==> src/hw/rtl/cst_pkg.sv <==
`default_nettype none

package cst_pkg;

   localparam int COST_W  = 16;
   localparam int VALUE_W = 16;
   localparam int POS_W   = 5;
   localparam int ENTRY_W = 5;

   // Request kinds.
   localparam logic [1:0] REQ_APPEND = 2'd0;
   localparam logic [1:0] REQ_SORT   = 2'd1;
   localparam logic [1:0] REQ_REMOVE = 2'd2;
   localparam logic [1:0] REQ_PEEK   = 2'd3;

   // Result status codes.
   localparam logic [1:0] STATUS_OK    = 2'd0;
   localparam logic [1:0] STATUS_RANGE = 2'd1;
   localparam logic [1:0] STATUS_FULL  = 2'd2;

   typedef struct packed {
      logic [COST_W-1:0]  cost;
      logic [VALUE_W-1:0] value;
   } record_type;

   typedef enum logic [2:0] {
      ST_IDLE,
      ST_FETCH,
      ST_SHIFT,
      ST_SCAN_START,
      ST_SCAN,
      ST_PLACE,
      ST_RESP
   } state_type;

endpackage

`default_nettype wire

==> src/hw/rtl/cst_req_if.sv <==
`default_nettype none

interface cst_req_if;
   import cst_pkg::*;

   logic               valid;
   logic               ready;
   logic [1:0]         req_type;
   logic [COST_W-1:0]  item_cost;
   logic [VALUE_W-1:0] item_value;
   logic [POS_W-1:0]   position;

   modport source (
      output valid, req_type, item_cost, item_value, position,
      input  ready
   );

   modport sink (
      input  valid, req_type, item_cost, item_value, position,
      output ready
   );
endinterface

`default_nettype wire

==> src/hw/rtl/cst_rsp_if.sv <==
`default_nettype none

interface cst_rsp_if;
   import cst_pkg::*;

   logic               valid;
   logic               ready;
   logic [COST_W-1:0]  out_cost;
   logic [VALUE_W-1:0] out_value;
   logic [1:0]         status;
   logic [ENTRY_W-1:0] entry_count;

   modport source (
      output valid, out_cost, out_value, status, entry_count,
      input  ready
   );

   modport sink (
      input  valid, out_cost, out_value, status, entry_count,
      output ready
   );
endinterface

`default_nettype wire

==> src/hw/rtl/cost_sorted_item_table_top.sv <==
`default_nettype none

// Channel   Dir  Payload                                     Handshake
// req_ch    in   req_type, item_cost, item_value, position   valid/ready
// rsp_ch    out  out_cost, out_value, status, entry_count    valid/ready
//
// One item at a time. A remove moves every record above the removed one down a
// slot, and a sort inserts each record in turn, shifting each record that costs
// more up past it; the record RAM has a single read and a single write port.
// Reset is synchronous and empties the table. The result sits in an output
// register, so a new item is taken while it waits.
module cost_sorted_item_table_top #(
   parameter int MAX_RECORDS = 16
) (
   input wire logic  clock,
   input wire logic  reset,
   cst_req_if.sink   req_ch,
   cst_rsp_if.source rsp_ch
);
   import cst_pkg::*;

   localparam int AW  = (MAX_RECORDS > 1) ? $clog2(MAX_RECORDS) : 1;
   localparam int CW  = $clog2(MAX_RECORDS + 1);
   localparam int PCW = (CW > POS_W) ? CW : POS_W;

   state_type         state_ff, state_in;
   logic [CW-1:0]     count_ff, count_in;
   logic [AW-1:0]     i_ff, i_in;
   logic [AW-1:0]     j_ff, j_in;
   logic [1:0]        op_ff, op_in;
   record_type        key_ff, key_in;
   record_type        pend_rec_ff, pend_rec_in;
   logic [1:0]        pend_status_ff, pend_status_in;
   logic              rsp_valid_ff, rsp_valid_in;
   record_type        rsp_rec_ff;
   logic [1:0]        rsp_status_ff;
   logic [ENTRY_W-1:0] rsp_count_ff;

   logic              rsp_load;
   logic              accept;
   logic              in_range;
   logic [PCW-1:0]    pos_ext;
   logic [AW-1:0]     pos_idx;

   logic              rd_en, wr_en;
   logic [AW-1:0]     rd_addr, wr_addr;
   record_type        rd_data, wr_data;

   cst_rec_ram #(
      .DEPTH (MAX_RECORDS),
      .AW    (AW)
   ) u_ram (
      .clock   (clock),
      .rd_en   (rd_en),
      .rd_addr (rd_addr),
      .rd_data (rd_data),
      .wr_en   (wr_en),
      .wr_addr (wr_addr),
      .wr_data (wr_data)
   );

   assign req_ch.ready = (state_ff == ST_IDLE) && !reset;
   assign accept       = req_ch.valid && req_ch.ready;
   assign pos_ext      = PCW'(req_ch.position);
   assign in_range     = (req_ch.position != '0) && (pos_ext <= PCW'(count_ff));
   assign pos_idx      = AW'(pos_ext - PCW'(1));

   always_comb begin
      state_in       = state_ff;
      count_in       = count_ff;
      i_in           = i_ff;
      j_in           = j_ff;
      op_in          = op_ff;
      key_in         = key_ff;
      pend_rec_in    = pend_rec_ff;
      pend_status_in = pend_status_ff;
      rd_en          = 1'b0;
      rd_addr        = '0;
      wr_en          = 1'b0;
      wr_addr        = '0;
      wr_data        = '0;
      rsp_load       = 1'b0;

      case (state_ff)
         ST_IDLE: begin
            if (accept) begin
               op_in          = req_ch.req_type;
               pend_rec_in    = '0;
               pend_status_in = STATUS_OK;
               state_in       = ST_RESP;
               case (req_ch.req_type)
                  REQ_APPEND: begin
                     if (count_ff == CW'(MAX_RECORDS)) begin
                        pend_status_in = STATUS_FULL;
                     end else begin
                        wr_en         = 1'b1;
                        wr_addr       = AW'(count_ff);
                        wr_data.cost  = req_ch.item_cost;
                        wr_data.value = req_ch.item_value;
                        count_in      = count_ff + CW'(1);
                     end
                  end
                  REQ_SORT: begin
                     if (count_ff >= CW'(2)) begin
                        rd_en    = 1'b1;
                        rd_addr  = AW'(1);
                        i_in     = AW'(1);
                        state_in = ST_SCAN_START;
                     end
                  end
                  default: begin
                     if (in_range) begin
                        rd_en    = 1'b1;
                        rd_addr  = pos_idx;
                        j_in     = pos_idx;
                        state_in = ST_FETCH;
                     end else begin
                        pend_status_in = STATUS_RANGE;
                     end
                  end
               endcase
            end
         end

         ST_FETCH: begin
            pend_rec_in = rd_data;
            state_in    = ST_RESP;
            if (op_ff == REQ_REMOVE) begin
               if (CW'(j_ff) + CW'(1) < count_ff) begin
                  rd_en    = 1'b1;
                  rd_addr  = j_ff + AW'(1);
                  state_in = ST_SHIFT;
               end else begin
                  count_in = count_ff - CW'(1);
               end
            end
         end

         // Close the gap: read one slot ahead while writing the record below it.
         ST_SHIFT: begin
            wr_en   = 1'b1;
            wr_addr = j_ff;
            wr_data = rd_data;
            j_in    = j_ff + AW'(1);
            if (CW'(j_ff) + CW'(2) < count_ff) begin
               rd_en   = 1'b1;
               rd_addr = j_ff + AW'(2);
            end else begin
               count_in = count_ff - CW'(1);
               state_in = ST_RESP;
            end
         end

         ST_SCAN_START: begin
            key_in  = rd_data;
            j_in    = i_ff;
            rd_en   = 1'b1;
            rd_addr = i_ff - AW'(1);
            state_in = ST_SCAN;
         end

         // The record below the hole arrives; move it up if it costs strictly
         // more than the key, which keeps equal costs in their original order.
         ST_SCAN: begin
            wr_en   = 1'b1;
            wr_addr = j_ff;
            if (rd_data.cost > key_ff.cost) begin
               wr_data = rd_data;
               j_in    = j_ff - AW'(1);
               if (j_ff == AW'(1)) begin
                  state_in = ST_PLACE;
               end else begin
                  rd_en   = 1'b1;
                  rd_addr = j_ff - AW'(2);
               end
            end else begin
               wr_data = key_ff;
               if (CW'(i_ff) + CW'(1) < count_ff) begin
                  rd_en    = 1'b1;
                  rd_addr  = i_ff + AW'(1);
                  i_in     = i_ff + AW'(1);
                  state_in = ST_SCAN_START;
               end else begin
                  state_in = ST_RESP;
               end
            end
         end

         ST_PLACE: begin
            wr_en   = 1'b1;
            wr_addr = '0;
            wr_data = key_ff;
            if (CW'(i_ff) + CW'(1) < count_ff) begin
               rd_en    = 1'b1;
               rd_addr  = i_ff + AW'(1);
               i_in     = i_ff + AW'(1);
               state_in = ST_SCAN_START;
            end else begin
               state_in = ST_RESP;
            end
         end

         ST_RESP: begin
            if (!rsp_valid_ff || rsp_ch.ready) begin
               rsp_load = 1'b1;
               state_in = ST_IDLE;
            end
         end

         default: begin
            state_in = ST_IDLE;
         end
      endcase
   end

   assign rsp_valid_in = rsp_load || (rsp_valid_ff && !rsp_ch.ready);

   always_ff @(posedge clock) begin
      if (reset) begin
         state_ff     <= ST_IDLE;
         count_ff     <= '0;
         rsp_valid_ff <= 1'b0;
      end else begin
         state_ff     <= state_in;
         count_ff     <= count_in;
         rsp_valid_ff <= rsp_valid_in;
      end
   end

   always_ff @(posedge clock) begin
      i_ff           <= i_in;
      j_ff           <= j_in;
      op_ff          <= op_in;
      key_ff         <= key_in;
      pend_rec_ff    <= pend_rec_in;
      pend_status_ff <= pend_status_in;
      if (rsp_load) begin
         rsp_rec_ff    <= pend_rec_ff;
         rsp_status_ff <= pend_status_ff;
         rsp_count_ff  <= ENTRY_W'(count_ff);
      end
   end

   assign rsp_ch.valid       = rsp_valid_ff;
   assign rsp_ch.out_cost    = rsp_rec_ff.cost;
   assign rsp_ch.out_value   = rsp_rec_ff.value;
   assign rsp_ch.status      = rsp_status_ff;
   assign rsp_ch.entry_count = rsp_count_ff;

   a_count_bound : assert property (@(posedge clock) disable iff (reset)
      count_ff <= CW'(MAX_RECORDS))
      else $error("record count exceeds table depth");

   a_write_in_table : assert property (@(posedge clock) disable iff (reset)
      wr_en |-> (CW'(wr_addr) <= count_ff))
      else $error("write beyond the held records");

   a_scan_hole : assert property (@(posedge clock) disable iff (reset)
      (state_ff == ST_SCAN) |-> (j_ff != '0 && j_ff <= i_ff))
      else $error("insertion hole outside the sorted prefix");

   a_result_from_resp : assert property (@(posedge clock) disable iff (reset)
      $rose(rsp_valid_ff) |-> $past(state_ff == ST_RESP))
      else $error("result loaded outside the response state");

endmodule

`default_nettype wire

==> src/hw/rtl/cst_rec_ram.sv <==
`default_nettype none

module cst_rec_ram #(
   parameter int DEPTH = 16,
   parameter int AW    = 4
) (
   input  wire logic                clock,
   input  wire logic                rd_en,
   input  wire logic [AW-1:0]       rd_addr,
   output cst_pkg::record_type      rd_data,
   input  wire logic                wr_en,
   input  wire logic [AW-1:0]       wr_addr,
   input  wire cst_pkg::record_type wr_data
);
   import cst_pkg::*;

   record_type mem [DEPTH];
   record_type rd_data_ff;

   always_ff @(posedge clock) begin
      if (wr_en) begin
         mem[wr_addr] <= wr_data;
      end
   end

   always_ff @(posedge clock) begin
      if (rd_en) begin
         rd_data_ff <= mem[rd_addr];
      end
   end

   assign rd_data = rd_data_ff;

endmodule

`default_nettype wire

==> src/flat_wrapper.sv <==
// flat-port wrapper written by rule: the top's interface ports become plain ports
module cost_sorted_item_table_top_flat import cst_pkg::*;
#(
   parameter int MAX_RECORDS = 16
)
  (clock, reset, req_ch_valid, req_ch_req_type, req_ch_item_cost, req_ch_item_value, req_ch_position, req_ch_ready, rsp_ch_valid, rsp_ch_out_cost, rsp_ch_out_value, rsp_ch_status, rsp_ch_entry_count, rsp_ch_ready);
  cst_req_if req_ch_i ();
  cst_rsp_if rsp_ch_i ();
  input wire logic clock;
  input wire logic reset;
  input wire logic [$bits(req_ch_i.valid)-1:0] req_ch_valid;
  input wire logic [$bits(req_ch_i.req_type)-1:0] req_ch_req_type;
  input wire logic [$bits(req_ch_i.item_cost)-1:0] req_ch_item_cost;
  input wire logic [$bits(req_ch_i.item_value)-1:0] req_ch_item_value;
  input wire logic [$bits(req_ch_i.position)-1:0] req_ch_position;
  output wire logic [$bits(req_ch_i.ready)-1:0] req_ch_ready;
  output wire logic [$bits(rsp_ch_i.valid)-1:0] rsp_ch_valid;
  output wire logic [$bits(rsp_ch_i.out_cost)-1:0] rsp_ch_out_cost;
  output wire logic [$bits(rsp_ch_i.out_value)-1:0] rsp_ch_out_value;
  output wire logic [$bits(rsp_ch_i.status)-1:0] rsp_ch_status;
  output wire logic [$bits(rsp_ch_i.entry_count)-1:0] rsp_ch_entry_count;
  input wire logic [$bits(rsp_ch_i.ready)-1:0] rsp_ch_ready;
  assign req_ch_i.valid = req_ch_valid;
  assign req_ch_i.req_type = req_ch_req_type;
  assign req_ch_i.item_cost = req_ch_item_cost;
  assign req_ch_i.item_value = req_ch_item_value;
  assign req_ch_i.position = req_ch_position;
  assign req_ch_ready = req_ch_i.ready;
  assign rsp_ch_valid = rsp_ch_i.valid;
  assign rsp_ch_out_cost = rsp_ch_i.out_cost;
  assign rsp_ch_out_value = rsp_ch_i.out_value;
  assign rsp_ch_status = rsp_ch_i.status;
  assign rsp_ch_entry_count = rsp_ch_i.entry_count;
  assign rsp_ch_i.ready = rsp_ch_ready;
  cost_sorted_item_table_top #(.MAX_RECORDS(MAX_RECORDS)) u_core (.clock(clock), .reset(reset), .req_ch(req_ch_i), .rsp_ch(rsp_ch_i));
endmodule
==> config.mk <==
export PLATFORM = sky130hd
export DESIGN_NAME = cost_sorted_item_table_top_flat
export DESIGN_NICKNAME = d
export VERILOG_FILES = /design/src/hw/rtl/cst_pkg.sv /design/src/hw/rtl/cst_req_if.sv /design/src/hw/rtl/cst_rsp_if.sv /design/src/hw/rtl/cost_sorted_item_table_top.sv /design/src/hw/rtl/cst_rec_ram.sv /design/src/flat_wrapper.sv
export SDC_FILE = /design/constraint.sdc
export NUM_CORES = 1
export LEC_CHECK = 0
export CAP_MARGIN = 20
export CELL_PAD_IN_SITES_DETAIL_PLACEMENT = 0
export CELL_PAD_IN_SITES_GLOBAL_PLACEMENT = 1
export CORE_AREA = 4 4 252 254
export CTS_CLUSTER_SIZE = 20
export DETAILED_ROUTE_END_ITERATION = 12
export DIE_AREA = 0 0 256 258
export DONT_BUFFER_PORTS = 1
export PLACE_DENSITY = 0.69
export SETUP_SLACK_MARGIN = 0.02
export SYNTH_ARGS = -nofsm -noshare
export SYNTH_HDL_FRONTEND = slang
export SYNTH_SLANG_ARGS = --single-unit
==> constraint.sdc <==
create_clock -name clock -period 7.1 [get_ports clock]
set_input_delay 1.42 -clock clock [delete_from_list [all_inputs] [get_ports clock]]
set_output_delay 1.42 -clock clock [all_outputs]
set_load 0.01 [all_outputs]
==> results.md <==
- The final setup TNS is 0 ps.
- The register area share after synthesis is ~73%.
- Data on the critical path is required at its endpoint by around 7500 ps.
- The final number of setup-violating endpoints is 0.
- The die outline area is around 66000 sq um.
- The max-slew violation count is 0.
- For this configuration, the core starts out at a cell density of 44.6%.
- The pin count of the biggest net entering global routing is 80.
- The highest net fanout along the worst path is 31.
- The number of clock sinks is about 670.
- After the last flow step, the layout net total stands at ~2100.
- VDD sags by at most 0.304 mV.
- The worst setup path category is flip-flop to flip-flop.
- The violation count after the first detailed-routing iteration is 1876.
- The average size of a mapped cell is approximately 14 sq um.
- The number of instances in the synthesized netlist is between 1500 and 2000.
- Leaving out fill and tap cells, the most frequent cell in the layout is edfxtp_1.
- In this run the core area contains between 90 and 100 standard-cell rows.
- The number of buffers added by the clock tree synthesis step is 69.
- The count of TritonRoute iterations in the first routing pass is 9.
- The cell area after placement is 28400 sq um.
- In this run the deepest clock path goes through 3 buffers.
- Power comes to between 10 and 15 mW.
- The worst hold-check path type is flip-flop to flip-flop.
- Global routing used 21.0% of the available tracks.
- The register bit count reported by yosys is about 670.
- From synthesis to final layout, the design area changed by 12.1%.
- The sum of net half-perimeters after detailed placement is approximately 41000 microns.
- The worst-case reg-to-reg path depth is 17.
- Cells fill 50.0% of the core in the end.
- The worst register-to-register path ends at u_core.u_ram.rd_data[5]$_DFFE_PP_.
- The number of buffers inserted for hold repair after clock tree synthesis is 0.
- OpenSTA, run right after detailed placement, puts the worst setup slack at ~1500 ps.
- The max-cap violation count is 0.
- For the pin with the worst max-slew slack, the measured transition is approximately 1100 ps.
- The first-pass GRT wire length is roughly 110000 microns.
- The worst register-to-register path begins at u_core.i_ff[0]$_SDFFCE_PP1P_.
- In the routed layout, each cell is associated on average with a via count of 5.78.
- The post-layout minimum cycle time is between 5000 and 6000 ps.
- After synthesis, the netlist uses a little over 70 different library cells.
- The via count of the first global-routing pass came to 16000.
- The CTS tree is yes.
- In this run the count of I/O pins placed on the die edge is 84.
- The filler cells instantiated in the layout total a little over 5000.
- The data arrival time of the critical path is roughly 5800 ps.
- The clock root buffer is clkbuf_16.
- The ratio of total power to cell area is between 400 and 500 nW/um^2.
- The post-route netlist has under 10% of its cells at a drive strength greater than 1.
- The headroom to the max-slew limit is around 28%.
- The number of nets handed over by synthesis was just over 2000.
- The final critical-path share of the clock period is between 70% and 80%.
- The worst hold path terminates at u_core.rsp_ch.out_cost[8]$_DFFE_PP_.
- Clock skew on the completed layout was measured at 19.1 ps.
- The element type at the critical path start is a flip-flop.
- Dividing the detail-routed wire length by the instance count gives 24.9 microns.
- The summed instance area of the synthesized netlist is 27300 sq um.
- The residual DRC count is 0.
- The aggregate global routing overflow is 0.
- The kind of end point of the critical path is a flip-flop.
- The number of synthesis warnings is 0.
- Measured along the y axis, the die boundary spans roughly 260 microns.
- The reg-to-reg setup timing slack is 1680 ps.
- In this run the remaining antenna-violating nets after routing total 0.
- The startpoint of the worst hold path is u_core.pend_rec_ff[24]$_SDFFCE_PN0P_.
- Counting instances, the worst hold path has a depth of 0.
- After routing the design area is between 30000 and 40000 sq um.
- The area of the core region is between 60000 and 70000 sq um.
- The clock-pin slew reported for the worst setup and hold paths after clock tree synthesis is about 70 ps.
- Setup repair after global routing left no endpoint under its margin.
- The hold violation count in the final report is 0.
- The sequential standard cell area is 20000 sq um.
- After clock tree synthesis, the repair step resized 0 gates.
- The total routed wirelength is ~70000 microns.
- The die is between 200 and 300 microns wide.
- The final weighted congestion in routability-driven placement is 0.920.
- In this run the tool buffered the top-level ports with 0 buffer cells.
- Setup slack closes at between 1500 and 2000 ps.
- The post-CTS setup repair buffer count is 0.
- The maximum level of the CTS H-tree is 3.
- In this run the static leakage power is ~11 nW.
- Among all flip-flop cells after synthesis, the most frequent one is edfxtp_1.
- The multi-input combinational cells in the finished layout cover a total of 6750 sq um.
- The worst-skew pair later-pin latency is about 600 ps.
- The run finished with clean final reports.
- After synthesis, the share of flip-flops with an asynchronous set or reset is 0%.
- Summing over every cut layer, the via total after detailed routing is 16400.
- The critical path starts at u_core.i_ff[0]$_SDFFCE_PP1P_.
- Leaving out fill and tap cells, the most frequent cells in the layout are edfxtp_1, nand2_1, nor2_1.
- For this run, the top clock speed supported by timing is 0.184 GHz.
- The number of synthesized flops with an enable pin is 659.
- The number of antenna violations at the first check in global routing is 1.
==> worst max-delay path by stage <==
stage	endpoint	slack, ps	cells past startpoint
2_1_floorplan	u_core.u_ram.mem[6][0]$_DFFE_PP_	1980	10
3_3_place_gp	u_core.u_ram.rd_data[23]$_DFFE_PP_	1460	12
3_5_place_dp	u_core.u_ram.rd_data[30]$_DFFE_PP_	1530	13
4_1_cts	u_core.u_ram.rd_data[22]$_DFFE_PP_	1600	17
5_1_grt	u_core.u_ram.rd_data[0]$_DFFE_PP_	1380	19
6_report	u_core.u_ram.rd_data[5]$_DFFE_PP_	1680	17
==> per-stage QoR <==
stage	hold WS [ps]	cells
3_5_place_dp	405	2707
6_report	412	2831
5_1_grt	426	2830
3_3_place_gp	404	2698
2_1_floorplan	400	1985
4_1_cts	416	2829
==> layout make-up <==
| cell class | count | area share [%] |
|---|---|---|
| clock inverter | 36 | 1.06 |
| tap | 790 | 3.23 |
| inverter | 68 | 0.834 |
| antenna | 1 | 0.00817 |
| sequential | 668 | 65.2 |
| timing repair buffer | 44 | 1.51 |
| multi-input combinational | 1138 | 22.0 |
| clock buffer | 86 | 6.09 |
==> cell families (layout without fill, tap and decap cells) <==
group	after synthesis	after routing	share of synthesized area, %
buffers and inverters	179	234	2.90
adders and majority gates	48	48	2.23
other	0	1	0
and+or+nand+nor	720	720	11.4
DFF	668	668	73.1
xor gates and xnor gates	18	18	0.577
muxes	35	35	1.29
AOI/OAI and AO/OA	317	317	8.49
==> synth_stat cells (all sizes together), types with 2 or more instances <==
library cell / instances / area (sq um)
a221oi: 3 / 26.3
ha: 47 / 588
nand4: 2 / 12.5
inv: 67 / 251
nand3: 100 / 505
clkbuf: 73 / 274
nor4b: 2 / 17.5
o22ai: 2 / 12.5
a21boi: 2 / 15.0
a31oi: 3 / 18.8
a21oi: 95 / 475
a21o: 5 / 37.5
buf: 38 / 263
o21bai: 3 / 22.5
o311ai: 2 / 17.5
o21ai: 13 / 65.1
nor3: 13 / 65.1
o221ai: 3 / 38.8
nand2b: 4 / 25.0
or2: 2 / 12.5
xor2: 9 / 78.8
nor2: 166 / 623
o211ai: 63 / 473
a221o: 2 / 20.0
and3: 7 / 43.8
xnor2: 9 / 78.8
a211oi: 5 / 42.5
a22o: 8 / 70.1
nor3b: 4 / 35.0
nand3b: 6 / 45.0
a22oi: 33 / 248
mux2i: 34 / 340
nor4: 6 / 43.8
edfxtp: 659 / 19800
and2: 36 / 225
dfxtp: 9 / 180
nor2b: 10 / 62.6
a32oi: 32 / 280
nand2: 356 / 1340
or4: 2 / 15.0
a222oi: 32 / 320
==> sequential cells by signal (all words and copies together), names as in the netlist <==
register                   flops
u_core.i_ff                    4
u_core.count_ff                5
u_core.rsp_ch.valid            1
u_core.rsp_ch.entry_count      5
u_core.rsp_ch.out_value       16
u_core.u_ram.mem             512
u_core.u_ram.rd_data          32
u_core.op_ff                   2
u_core.rsp_ch.status           2
u_core.state_ff                3
u_core.key_ff                 32
u_core.pend_rec_ff            32
u_core.rsp_ch.out_cost        16
u_core.j_ff                    4
u_core.pend_status_ff          2
==> per-layer routing <==
layer | wire length [microns] | vias up | global-route usage (%)
met5 | 0 | - | 0
met4 | 1550 | 0 | 6.11
met3 | 4920 | 95 | 3.74
met2 | 33700 | 614 | 34.4
met1 | 30400 | 8251 | 29.1
li1 | - | 7406 | -
==> critical path, stage by stage (launching register included) <==
cell and delay (ps):
edfxtp_1 510, inv_1 110, ha_1 340, ha_1 280, a21boi_0 150, o21ai_0 90
a21oi_1 150, a211oi_1 80, buf_2 190, ha_1 200, and2_1 140, a221o_1 280
or4b_1 550, o21ba_4 570, nand2_1 700, buf_4 490, o211ai_1 240, nor2_1 70
==> power breakdown <==
group	internal [mW]	total [mW]	switching [mW]	leakage, nW
clock network	2.05	3.54	1.49	1.07
registers	5.61	5.93	0.320	6.10
logic	1.35	4.62	3.27	3.38
No activity file was read; power rests on OpenSTA's default activity.
